### config.mk
export PLATFORM = sky130hd
export DESIGN_NAME = dsm_mul
export DESIGN_NICKNAME = d
export VERILOG_FILES = /design/src/sv/dsm_pkg.sv /design/src/sv/dsm_mul.sv
export SDC_FILE = /design/constraint.sdc
export NUM_CORES = 2
export LEC_CHECK = 0
export ABC_AREA = 1
export BUFFER_PORTS_ARGS = -buffer_cell sky130_fd_sc_hd__buf_2
export CORE_MARGIN = 8
export CORE_UTILIZATION = 50
export DETAILED_ROUTE_END_ITERATION = 8
export PLACE_DENSITY = 0.66
export SKIP_CTS_REPAIR_TIMING = 1
export SLEW_MARGIN = 20
export SYNTH_ARGS = -nofsm -noshare
export SYNTH_HDL_FRONTEND = slang
export SYNTH_SLANG_ARGS = --single-unit
export TNS_END_PERCENT = 100
### constraint.sdc
create_clock -name clk_i -period 18.4 [get_ports clk_i]
set_input_delay 3.68 -clock clk_i [delete_from_list [all_inputs] [get_ports clk_i]]
set_output_delay 3.68 -clock clk_i [all_outputs]
set_load 0.02 [all_outputs]
### src/sv/dsm_pkg.sv
// Shared types, codes and constants for the expression stack machine.
package dsm_pkg;

  localparam int DATA_W      = 64;
  localparam int HALF_W      = 32;
  localparam int OP_W        = 5;
  localparam int RC_W        = 4;
  localparam int LIMIT_W     = 6;
  localparam int CNT_OUT_W   = 6;
  localparam logic [LIMIT_W-1:0] LIMIT_RESET = 6'd32;

  // operation codes
  typedef enum logic [OP_W-1:0] {
    OP_PUSH   = 5'd0,
    OP_DUP    = 5'd1,
    OP_DROP   = 5'd2,
    OP_SWAP   = 5'd3,
    OP_ROT    = 5'd4,
    OP_AND    = 5'd5,
    OP_MINUS  = 5'd6,
    OP_MUL    = 5'd7,
    OP_OR     = 5'd8,
    OP_PLUS   = 5'd9,
    OP_SHL    = 5'd10,
    OP_SHR    = 5'd11,
    OP_XOR    = 5'd12,
    OP_BRA    = 5'd13,
    OP_EQ     = 5'd14,
    OP_GE     = 5'd15,
    OP_GT     = 5'd16,
    OP_LE     = 5'd17,
    OP_LT     = 5'd18,
    OP_NE     = 5'd19,
    OP_RETURN = 5'd20,
    OP_CLEAR  = 5'd21
  } op_e;

  typedef enum logic [1:0] {
    STAT_OK        = 2'd0,
    STAT_OVERFLOW  = 2'd1,
    STAT_UNDERFLOW = 2'd2,
    STAT_UNHANDLED = 2'd3
  } status_e;

  // whole-stack movement command
  typedef enum logic [2:0] {
    SC_HOLD,
    SC_PUSH,
    SC_POP,
    SC_SWAP,
    SC_ROT,
    SC_BINOP
  } stack_cmd_e;

  // per-cell source select
  typedef enum logic [1:0] {
    SEL_KEEP,
    SEL_PREV,
    SEL_NEXT,
    SEL_ALT
  } cell_sel_e;

  typedef enum logic [1:0] {
    ST_IDLE,
    ST_MUL,
    ST_RET
  } fsm_e;

  typedef enum logic [2:0] {
    MS_IDLE,
    MS_LL,
    MS_LH,
    MS_HL,
    MS_SUM
  } mul_step_e;

  // Cell 0 is the top of stack; alt feeds the ALU result to cell 0 and
  // the old top to cells 1 (swap) and 2 (rot).
  function automatic cell_sel_e cell_sel(stack_cmd_e cmd, int idx);
    cell_sel_e sel;
    sel = SEL_KEEP;
    case (cmd)
      SC_PUSH:  sel = SEL_PREV;
      SC_POP:   sel = SEL_NEXT;
      SC_SWAP:  sel = (idx == 0) ? SEL_NEXT : ((idx == 1) ? SEL_ALT : SEL_KEEP);
      SC_ROT:   sel = (idx <= 1) ? SEL_NEXT : ((idx == 2) ? SEL_ALT : SEL_KEEP);
      SC_BINOP: sel = (idx == 0) ? SEL_ALT : SEL_NEXT;
      default:  sel = SEL_KEEP;
    endcase
    return sel;
  endfunction

endpackage

### src/sv/dsm_mul.sv
// 64x64 wrapping multiply on one 32x32 multiplier: LL, LH, HL, sum.
module dsm_mul (
  input  logic                       clk_i,
  input  logic                       rst_ni,
  input  logic                       start_i,
  input  logic [dsm_pkg::DATA_W-1:0] a_i,
  input  logic [dsm_pkg::DATA_W-1:0] b_i,
  output logic                       done_o,
  output logic [dsm_pkg::DATA_W-1:0] product_o
);
  import dsm_pkg::*;

  mul_step_e         step_q, step_d;
  logic [HALF_W-1:0] mul_a, mul_b;
  logic [DATA_W-1:0] pp_q, acc_q;
  logic [DATA_W-1:0] pp_shift;

  // step sequencing
  always_comb begin
    case (step_q)
      MS_IDLE: step_d = start_i ? MS_LL : MS_IDLE;
      MS_LL:   step_d = MS_LH;
      MS_LH:   step_d = MS_HL;
      MS_HL:   step_d = MS_SUM;
      MS_SUM:  step_d = MS_IDLE;
      default: step_d = MS_IDLE;
    endcase
  end

  always_ff @(posedge clk_i or negedge rst_ni) begin
    if (!rst_ni) begin
      step_q <= MS_IDLE;
    end else begin
      step_q <= step_d;
    end
  end

  // operand select per step
  always_comb begin
    case (step_q)
      MS_LH: begin
        mul_a = a_i[HALF_W-1:0];
        mul_b = b_i[DATA_W-1:HALF_W];
      end
      MS_HL: begin
        mul_a = a_i[DATA_W-1:HALF_W];
        mul_b = b_i[HALF_W-1:0];
      end
      default: begin
        mul_a = a_i[HALF_W-1:0];
        mul_b = b_i[HALF_W-1:0];
      end
    endcase
  end

  // cross terms only count in the upper half
  assign pp_shift = {pp_q[HALF_W-1:0], {HALF_W{1'b0}}};

  always_ff @(posedge clk_i) begin
    pp_q <= DATA_W'(mul_a) * DATA_W'(mul_b);
    case (step_q)
      MS_LH:   acc_q <= pp_q;
      MS_HL:   acc_q <= acc_q + pp_shift;
      default: acc_q <= acc_q;
    endcase
  end

  assign done_o    = (step_q == MS_SUM);
  assign product_o = acc_q + pp_shift;

endmodule

==> results.md <==
- Slack of the critical path: between 6000 and 7000 ps
- CP max stage delay: 950 ps
- Clock Root Buffer: clkbuf_16
- Initial core utilization: 50.2%
- Mapped Avg Cell Area: 7.69 um^2
- Syn nets: 6746
- Yosys top cell area share: 43.0%
- Sink Count: 131
- Critical Path RT: 18730 ps
- Seq/Total Area, Yosys: 7.86%
- Pre-CTS setup slack: 6500 ps
- Reg2reg path depth: 29
- Peak Freq: 84.1 MHz
- Die X: just over 300 um
- Fin Hold WS: 512 ps
- Vias in the first global route: roughly 37k
- Antenna Cells: 0
- Worst-path clk slew: 70 ps
- Slew Limit Headroom: 17.8%
- ANT nets after route: 0
- Synth Register Bits: 131
- Total gr overflow: 0
- Critical path origin: b_i[41]
- CP Max Fanout: 17
- Fin util: 52.9%
- Via count: 35.1k
- CTS tree: built
- Core Region: 83200 um^2
- HP Class: reg2reg
- Post-Syn Area: 41700 um^2
- Reg-to-reg critical path startpoint: step_q[0]
- Period utilization: between 60% and 70%
- Max clock buf depth: 2
- CP endpoint: pp_q[53]
- Die Y: roughly 300 um
- Mapped Cells: around 5.4k
- Die area: 92900 um^2
- CTS H-tree depth: 4
- Layout cells sized above 1: 6.78%
- Synth warnings: 0
- Yosys cell types: 33
- Leading area contributor after synthesis: fa_1
- RSZ-0062 raised after global routing: false
- Max_cap viols: 0
- Reg-to-reg slack, setup: 8090 ps
- Initial DRC count: 3210
- First-pass GRT wire length: 219000 um
- Slew Viols, Final: 0
- DP HPWL: 113000 um
- Endpoint type of the worst setup path: register
- Slew at the pin closest to its max-slew limit: 1230 ps
- Port Buf Inserts: 195
- Synth top area cells: fa_1, inv_1, nand2_1
- Clk_lat worst skew: 430 ps
- Outcome: finished clean
- Cell mode on critical path: fa_1
- GRT Total Usage: 30.9%
- Row count: 106
- Router iterations before antenna repair: 6
- Area delta synth->final: 5.52%
- Clock Skews: between 10 and 15 ps
- Fin crit period: 11890 ps
- I/O Pins: slightly below 200
- Kind of critical path: in2reg
- Crit path arrival time: about 12000 ps
- Slowest cell on crit path: clkinv_1
- CTS Buf Count: 17
- R2r endpoint: pp_q[53]
- DR DRC count: 0
- Placer Congestion: 0.991
- Startpoint class of the critical path: input pin
- Final Hold Fails: 0
- Pin count of the biggest net entering global routing: 63
- Final Net Count: about 6.8k
- Setup TNS: 0 ps
- Initial antenna violation count: 2
- Finish-stage setup viols: 0
- DR WL/cell: 21.6 um
- Vias per std cell: 5.33
- Total wire length: around 140000 um
logic make-up after synthesis:
family          share of synthesized area, %
simple gates                            21.3
buf+inv                                 15.4
fa+ha+maj                               51.9
compound gates                          2.52
flops                                   7.86
xor+xnor                                1.09
worst min path at each step:
stage,start,end,slack [ps],cells after the start
finish,pp_q[50],acc_q[50],510,2
global route,pp_q[48],acc_q[48],560,2
CTS,pp_q[50],acc_q[50],520,2
detailed placement,pp_q[55],acc_q[55],500,2
global placement,pp_q[55],acc_q[55],490,2
floorplan,pp_q[32],acc_q[32],470,2
critical path, delay by kind of cell:
family	cells	cell delay, ps
fa+ha+maj	9	4310
buf+inv	6	1290
simple gates	9	2230
compound gates	1	680
state kept, by name, indices dropped and copies added (netlist names):
register,flops
acc_q,64
pp_q,64
step_q,3
through the flow:
step	std cells	area, um^2
final	6580	44000
after global routing	6580	44000
after CTS	6580	44000
after detailed placement	6548	43400
after global placement	6548	43400
after floorplan	5424	41700
Yosys cell counts, drive strengths merged:
library cell and count:
and2 15, nand4 18, nand3 99, nor4 3
nand2 1366, buf 172, o21ai 73, clkinv 5
xnor2 8, nor2 749, nor3 24, fa 897
dfrtp 3, clkbuf 34, inv 1404, dfxtp 64
and3 3, edfxtp 64, xor2 44, nand3b 9
or2 2, ha 294, o21bai 13, a21oi 61
placed cells by master (no fill, tap or decap), drive strengths merged:
cell         n
nand2     1366
dfxtp       64
and2        15
a21oi       61
nand3       99
clkbuf      20
inv       1411
and3         3
nor2       749
o21bai      13
or2          2
clkinvlp     2
nand3b       9
xor2        44
buf        250
ha         294
fa         897
clkinv       7
xnor2        8
o21ai       73
nand4       18
dfrtp        3
nor4         3
edfxtp      64
nor3        24
bufinv       1
cell type report:
type / instances / area, um^2
Sequential cell: 131 / 3280
Clock inverter: 12 / 129
Clock buffer: 20 / 500
Multi-Input combinational cell: 3678 / 32100
Timing Repair Buffer: 250 / 1390
Tap cell: 1080 / 1350
Inverter: 1409 / 5290
Fill cell: 8016 / 39100
routing by layer:
| metal | part of all wire (%) | GRT usage (%) | up-vias |
|---|---|---|---|
| met3 | 11 | 7.73 | 398 |
| li1 | - | - | 15534 |
| met2 | 44 | 48.7 | 1929 |
| met4 | 5.7 | 14.1 | 2 |
| met1 | 39 | 40.2 | 17195 |
| met5 | 0.0092 | 0 | - |
Power is not shown: default switching activity piles up to over one toggle a cycle in this logic, so the estimate is an artifact.
