## src/sv/dsm_pkg.sv

```systemverilog
// Shared types, codes and constants for the expression stack machine.
package dsm_pkg;

  localparam int DATA_W      = 64;
  localparam int HALF_W      = 32;
  localparam int OP_W        = 5;
  localparam int RC_W        = 4;
  localparam int LIMIT_W     = 6;
  localparam int CNT_OUT_W   = 6;
  localparam logic [LIMIT_W-1:0] LIMIT_RESET = 6'd32;

  // operation codes
  typedef enum logic [OP_W-1:0] {
    OP_PUSH   = 5'd0,
    OP_DUP    = 5'd1,
    OP_DROP   = 5'd2,
    OP_SWAP   = 5'd3,
    OP_ROT    = 5'd4,
    OP_AND    = 5'd5,
    OP_MINUS  = 5'd6,
    OP_MUL    = 5'd7,
    OP_OR     = 5'd8,
    OP_PLUS   = 5'd9,
    OP_SHL    = 5'd10,
    OP_SHR    = 5'd11,
    OP_XOR    = 5'd12,
    OP_BRA    = 5'd13,
    OP_EQ     = 5'd14,
    OP_GE     = 5'd15,
    OP_GT     = 5'd16,
    OP_LE     = 5'd17,
    OP_LT     = 5'd18,
    OP_NE     = 5'd19,
    OP_RETURN = 5'd20,
    OP_CLEAR  = 5'd21
  } op_e;

  typedef enum logic [1:0] {
    STAT_OK        = 2'd0,
    STAT_OVERFLOW  = 2'd1,
    STAT_UNDERFLOW = 2'd2,
    STAT_UNHANDLED = 2'd3
  } status_e;

  // whole-stack movement command
  typedef enum logic [2:0] {
    SC_HOLD,
    SC_PUSH,
    SC_POP,
    SC_SWAP,
    SC_ROT,
    SC_BINOP
  } stack_cmd_e;

  // per-cell source select
  typedef enum logic [1:0] {
    SEL_KEEP,
    SEL_PREV,
    SEL_NEXT,
    SEL_ALT
  } cell_sel_e;

  typedef enum logic [1:0] {
    ST_IDLE,
    ST_MUL,
    ST_RET
  } fsm_e;

  typedef enum logic [2:0] {
    MS_IDLE,
    MS_LL,
    MS_LH,
    MS_HL,
    MS_SUM
  } mul_step_e;

  // Cell 0 is the top of stack; alt feeds the ALU result to cell 0 and
  // the old top to cells 1 (swap) and 2 (rot).
  function automatic cell_sel_e cell_sel(stack_cmd_e cmd, int idx);
    cell_sel_e sel;
    sel = SEL_KEEP;
    case (cmd)
      SC_PUSH:  sel = SEL_PREV;
      SC_POP:   sel = SEL_NEXT;
      SC_SWAP:  sel = (idx == 0) ? SEL_NEXT : ((idx == 1) ? SEL_ALT : SEL_KEEP);
      SC_ROT:   sel = (idx <= 1) ? SEL_NEXT : ((idx == 2) ? SEL_ALT : SEL_KEEP);
      SC_BINOP: sel = (idx == 0) ? SEL_ALT : SEL_NEXT;
      default:  sel = SEL_KEEP;
    endcase
    return sel;
  endfunction

endpackage

```

## src/sv/dsm_cell.sv

```systemverilog
// One stack cell: holds a value and takes it from a neighbor or a side input.
module dsm_cell (
  input  logic                       clk_i,
  input  dsm_pkg::cell_sel_e         sel_i,
  input  logic [dsm_pkg::DATA_W-1:0] prev_i,
  input  logic [dsm_pkg::DATA_W-1:0] next_i,
  input  logic [dsm_pkg::DATA_W-1:0] alt_i,
  output logic [dsm_pkg::DATA_W-1:0] value_o
);
  import dsm_pkg::*;

  logic [DATA_W-1:0] value_q, value_d;

  // source select
  always_comb begin
    case (sel_i)
      SEL_PREV: value_d = prev_i;
      SEL_NEXT: value_d = next_i;
      SEL_ALT:  value_d = alt_i;
      default:  value_d = value_q;
    endcase
  end

  // payload only, no reset
  always_ff @(posedge clk_i) begin
    value_q <= value_d;
  end

  assign value_o = value_q;

endmodule

```

## config.mk

```make
export PLATFORM = sky130hd
export DESIGN_NAME = dsm_cell
export DESIGN_NICKNAME = d
export VERILOG_FILES = /design/src/sv/dsm_pkg.sv /design/src/sv/dsm_cell.sv
export SDC_FILE = /design/constraint.sdc
export NUM_CORES = 1
export LEC_CHECK = 0
export BUFFER_PORTS_ARGS = -buffer_cell sky130_fd_sc_hd__buf_2
export CAP_MARGIN = 20
export CELL_PAD_IN_SITES_DETAIL_PLACEMENT = 1
export CELL_PAD_IN_SITES_GLOBAL_PLACEMENT = 1
export CORE_MARGIN = 8
export CORE_UTILIZATION = 28
export DETAILED_ROUTE_END_ITERATION = 7
export GPL_ROUTABILITY_DRIVEN = 0
export PLACE_DENSITY_LB_ADDON = 0.1
export REMOVE_ABC_BUFFERS = 1
export SYNTH_ARGS = -nofsm -noshare
export SYNTH_HDL_FRONTEND = slang
export SYNTH_SLANG_ARGS = --single-unit
```

## constraint.sdc

```tcl
create_clock -name clk_i -period 2.9 [get_ports clk_i]
set_input_delay 0 -clock clk_i [delete_from_list [all_inputs] [get_ports clk_i]]
set_output_delay 0 -clock clk_i [all_outputs]
set_load 0.01 [all_outputs]
```

==> metrics.yaml, run 1 <==
setup_tns_ns: 0
max_slew.worst_pin.slew_ns: 0.914
ys_types: 10
rsz0062_at_grt: "false"
cts_root_buf: "clkbuf_16"
crit_path_end_kind: "flip-flop"
num_vias: 3119
cap_violations: 0
grt_pass1_vias: 3400
avgViaCountPerCell: 4.59
gr-total-overflow: 0
rows: 39
critPathMaxStageDelay_ns: 0.74
ys_warn_count: 0
switching_power_uw: 646
antenna_found_initial: 0
syn_inst: 278
cp_num_buf_inv: 1
clock_path_buffers: 2
netlist_area_sq_mm: 0.00328
initial_utilization_pct: 28.8
finalNetCount: 725
setup_violations: 0
cp_top_family: "simple AND/OR/NAND/NOR gates"
worstSetupPathType: "in -> reg"
cts_resized: 0
ioPinCount: 259
ir_drop_uv: 207
slew_headroom_pct: 39.1
largest_reg_flops: 64
path_max_fanout: 64
pwr-share-seq_pct: 45.0
synth.ff_latch_count: 64
outcome: "finished clean"
drtPass1Iterations: 4
crit_arrival_ns: 0.97
cts_sinks: 64
powerDensity_mw_per_mm2: 530
crit_path_top_delay_cell: "or2_4"
hold_viol: 0
utilization_pct: 43.0
drt-initial-drc-count: 85
leakage_nw: 2.40
die_h_um: 124
final_cell_area_sq_mm: 0.00491
post_drt_wl_per_cell_um: 17.2
swShare_pct: 24.8
grt_pass1_wl_mm: 18.0
crit_required_ns: 2.83
seq_area_frac_synth_pct: 58.5
placed_area_sq_mm: 0.00464
hold_buffers: 1
core_sq_mm: 0.0114
hpwl_mm: 9.30
drt_wl_total_mm: 11.7
syn_avg_cell_area_sq_um: 11.8
grt_usage_pct: 14.5
grt_start_max_net_pins: 65
combPwrFrac_pct: 19.5
max_freq_ghz: 0.962
clkPwrFrac_pct: 35.5
drive_above_1_share_pct: 51.4
slew_violations: 0
die_x_um: 124
cts_tree: "yes"
cp.depth: 2
numPortBuffers: 258
min_path_type: "in -> reg"
numCtsBuffers: 9
route.antenna.remaining_nets: 0
syn_to_final_growth_pct: 49.5
cp-start-kind: "input pin"
holdWs_ns: 0.00497
cell_internal_pwr_mw: 1.96
hold-path-cell-count: 3
period_share_pct: 35.8
post_cts_buffers: 0
htreeDepth: 3
crit_chain: "buf_4, or2_4"
dieArea_sq_mm: 0.0155
drc_errors: 0
fin_crit_ns: 1.04
clk_pin_slew_ns: 0.05
[power by group through the flow]
stage / registers (mW) / clock network [mW] / logic (mW)
after floorplan: 1.26 / 0 / 0.124
after global placement: 1.18 / 0 / 0.509
after detailed placement: 1.19 / 0 / 0.520
after CTS: 1.17 / 0.955 / 0.521
after global routing: 1.18 / 1.00 / 0.561
final: 1.17 / 0.924 / 0.508
[metrics by stage]
step,instances,setup WS (ns),power (mW)
after floorplan,257,1.04,1.38
after global placement,661,1.54,1.69
after detailed placement,661,1.51,1.71
after CTS,678,1.85,2.65
after global routing,678,1.77,2.75
final,679,1.86,2.60
[routing by layer]
| layer | GRT usage (%) | vias to the layer above | share of wire [%] |
|---|---|---|---|
| met5 | 0 | - | 0 |
| met4 | 4.18 | 0 | 0.89 |
| met3 | 6.98 | 7 | 10 |
| met2 | 24.4 | 157 | 49 |
| met1 | 15.9 | 1428 | 40 |
| li1 | - | 1527 | - |
[cell usage in the layout, fill, tap and decap left out, drive strengths merged]
cell,Yosys,final
edfxtp,64,64
diode,0,1
dlygate4sd3,0,1
clkinv,0,5
clkbuf,9,11
a21oi,64,64
mux2i,64,64
buf,12,261
nor2,64,64
or2,1,1
[cell families (layout without fill, tap and decap cells)]
kind of cell           after synthesis  count (layout)  synth area share [%]
buffers and inverters               21             278                  4.72
DFF                                 64              64                  58.5
and+or+nand+nor                     65              65                  7.50
AOI/OAI and AO/OA                   64              64                  9.75
other                                0               1                     0
muxes                               64              64                  19.5
[Yosys cell counts]
master,count,share of area [%]
a21oi_1,64,9.8
buf_2,4,0.61
nor2_1,64,7.3
mux2i_1,64,20
edfxtp_1,64,59
clkbuf_1,9,1.0
buf_4,2,0.46
buf_6,1,0.34
or2_1,1,0.19
buf_8,5,2.3
[final timing paths]
check | start | end | slack (ns)
hold / removal | prev_i[3] | value_o[3]$_DFFE_PP_ | 0.005
setup / recovery | sel_i[1] | value_o[33]$_DFFE_PP_ | 1.86
[cell type report]
type,count,area (sq um)
flip-flops and latches,64,1920
clock inverters,5,23.8
well taps,143,179
diodes,1,2.50
multi-input cells,193,1210
clock buffers,11,233
fillers,1351,6510
repair buffers,262,1340
No activity file was read; power rests on OpenSTA's default activity.
==> inputs of run 2 (changes only) <==
Settings changed: CORE_UTILIZATION 28 to 25.
Clock period 2.9 ns to 0.9 ns, I/O delays scaled along.
==> run 2 against run 1 <==
Utilization fell by 2.3 points. Final cell count rose by 9.6%. Critical path depth fell by 1. Count of clock-buffer cells in the layout fell by 1.
==> metrics.yaml, run 2 (synthesis results as in run 1) <==
n_fill_cell: 1573  # was 1351
clock_path_buffers: 2  # unchanged
num_vias: 3166  # was 3119
top_layer_used: "met4"  # unchanged
setup_tns_ns: 0  # unchanged
drtPass1Iterations: 4  # unchanged
rows: 42  # was 39
drive_above_1_share_pct: 50.7  # was 51.4%
seq_area_sq_mm: 0.00192  # unchanged
cp_num_buf_inv: 1  # unchanged
route.antenna.remaining_nets: 0  # unchanged
post_drt_wl_per_cell_um: 16.9  # was 17.2 um
cap_violations: 0  # unchanged
utilization_pct: 40.7  # was 43.0%
crit_path_top_delay_cell: "edfxtp_1"  # was or2_4
clk_pin_slew_ns: 0.05  # about the same
gr-total-overflow: 0  # unchanged
largest_reg_flops: 64  # unchanged
hold_path_startpoint: "prev_i[2]"  # was prev_i[3]
core_sq_mm: 0.0130  # was 0.0114 sq mm
cp.depth: 1  # was 2
cts_tree: "yes"  # unchanged
max_freq_ghz: 1.17
drt_wl_total_mm: 12.6  # was 11.7 mm
cp-start-kind: "flip-flop"  # was input pin
rsz0062_at_grt: "false"  # unchanged
cts_sinks: 64  # unchanged
grt_start_max_net_pins: 41  # was 65
fin_crit_ns: 0.855
max_slew.worst_pin.slew_ns: 0.270  # was 0.914 ns
fin_ws_ns: 0.0452  # was 1.86 ns
holdWs_ns: 0.00114  # was 0.00497 ns
pre_cts_slack_ns: -0.125  # was 1.51 ns
avgViaCountPerCell: 4.26  # was 4.59
min_to: "value_o[2]$_DFFE_PP_"  # was value_o[3]$_DFFE_PP_
crit_chain: "buf_2"  # was buf_4, or2_4
dieArea_sq_mm: 0.0171  # was 0.0155 sq mm
crit_path_end_kind: "output pin"  # was flip-flop
slew_headroom_pct: 82.0  # was 39.1%
finalNetCount: 758  # was 725
layout_commonest_cell: "buf_2"  # unchanged
ir_drop_uv: 738  # was 207 uV
power_mw: 8.59  # was 2.60 mW
hold_viol: 0  # unchanged
cts_root_buf: "clkbuf_16"  # unchanged
cp_top_family: "flip-flops"  # was simple AND/OR/NAND/NOR gates
ioPinCount: 259  # unchanged
wl_met3_mm: 1.21  # about the same
post_cts_buffers: 0  # unchanged
hpwl_mm: 10.1  # was 9.30 mm
die_x_um: 131  # was 124 um
numCtsBuffers: 9  # unchanged
leakage_nw: 2.57  # was 2.40 nW
syn_to_final_growth_pct: 61.7  # was 49.5%
period_share_pct: 95.0
hold-path-cell-count: 3  # unchanged
final_cell_area_sq_mm: 0.00531  # was 0.00491 sq mm
post_layout_nonfiller_instances: 744  # was 679
die_h_um: 131  # was 124 um
final_cell_mix: "buf_2 (255), mux2i_1 (64), nor2_1 (64), a21oi_1 (64), edfxtp_1 (64)"  # was buf_2 (256), mux2i_1 (64), nor2_1 (64), a21oi_1 (64), edfxtp_1 (64)
grt_usage_pct: 14.1  # was 14.5%
placed_area_sq_mm: 0.00485  # was 0.00464 sq mm
min_path_type: "in -> reg"  # unchanged
multi_input_area_sq_mm: 0.00121  # about the same
numPortBuffers: 258  # unchanged
setup_violations: 0  # unchanged
initial_utilization_pct: 25.2  # was 28.8%
htreeDepth: 3  # unchanged
wl_met2_mm: 6.36  # was 5.67 mm
drc_errors: 0  # unchanged
drt-initial-drc-count: 102  # was 85
powerDensity_mw_per_mm2: 1620  # was 530 mW/mm^2
crit_arrival_ns: 0.85  # was 0.97 ns
path_max_fanout: 1  # was 64
critPathMaxStageDelay_ns: 0.37  # was 0.74 ns
antenna_found_initial: 0  # unchanged
crit_required_ns: 0.90  # was 2.83 ns
slew_violations: 0  # unchanged
grt_pass1_vias: 3518  # was 3400
worstSetupPathType: "reg -> out"  # was in -> reg
outcome: "finished clean"  # unchanged
wl_met1_mm: 4.87  # was 4.68 mm
grt_pass1_wl_mm: 18.3  # was 18.0 mm
dpl.cell_count: 708  # was 661
num_antenna_cells: 0  # was 1
-- run 2: cell count changes in the layout (fill, tap and decap cells not counted), sizes merged --
cell,change
clkinv,+1
buf,+14
diode,-1
clkbuf,-1
dlygate4sd3,+19
-- run 2: repair_timing --
action / CTS / global route
endpoints found under the setup margin: 0 / 1
hold buffers: 20 / 0
gates resized for setup: 0 / 1
endpoints found under the hold margin: 20 / 0
-- run 2: worst max-delay path by stage --
| stage | from | end | slack [ns] |
|---|---|---|---|
| after global routing | value_o[6]$_DFFE_PP_ | value_o[6] | 0.005 |
| after detailed placement | sel_i[0] | value_o[60]$_DFFE_PP_ | -0.13 |
| after floorplan | sel_i[1] | value_o[0]$_DFFE_PP_ | -0.96 |
| after CTS | value_o[63]$_DFFE_PP_ | value_o[63] | 0.03 |
| final | value_o[63]$_DFFE_PP_ | value_o[63] | 0.05 |
| after global placement | sel_i[0] | value_o[40]$_DFFE_PP_ | -0.1 |
-- run 2: layer usage --
layer | track usage (%) | up-vias
met2 | 25.5 | 149
met3 | 4.55 | 11
met5 | 0 | -
met1 | 15.2 | 1424
li1 | - | 1582
met4 | 4.66 | 0
-- run 2: layout make-up --
cell class	instances	area share (%)
repair buffers	295	32.1
clock buffers	10	4.31
well taps	176	4.15
clock inverters	6	0.495
flip-flops and latches	64	36.2
multi-input cells	193	22.7
-- run 2: power breakdown --
part / internal, mW / switching (mW)
clock network: 1.82 / 1.20
logic: 0.903 / 0.890
registers: 3.69 / 0.0818
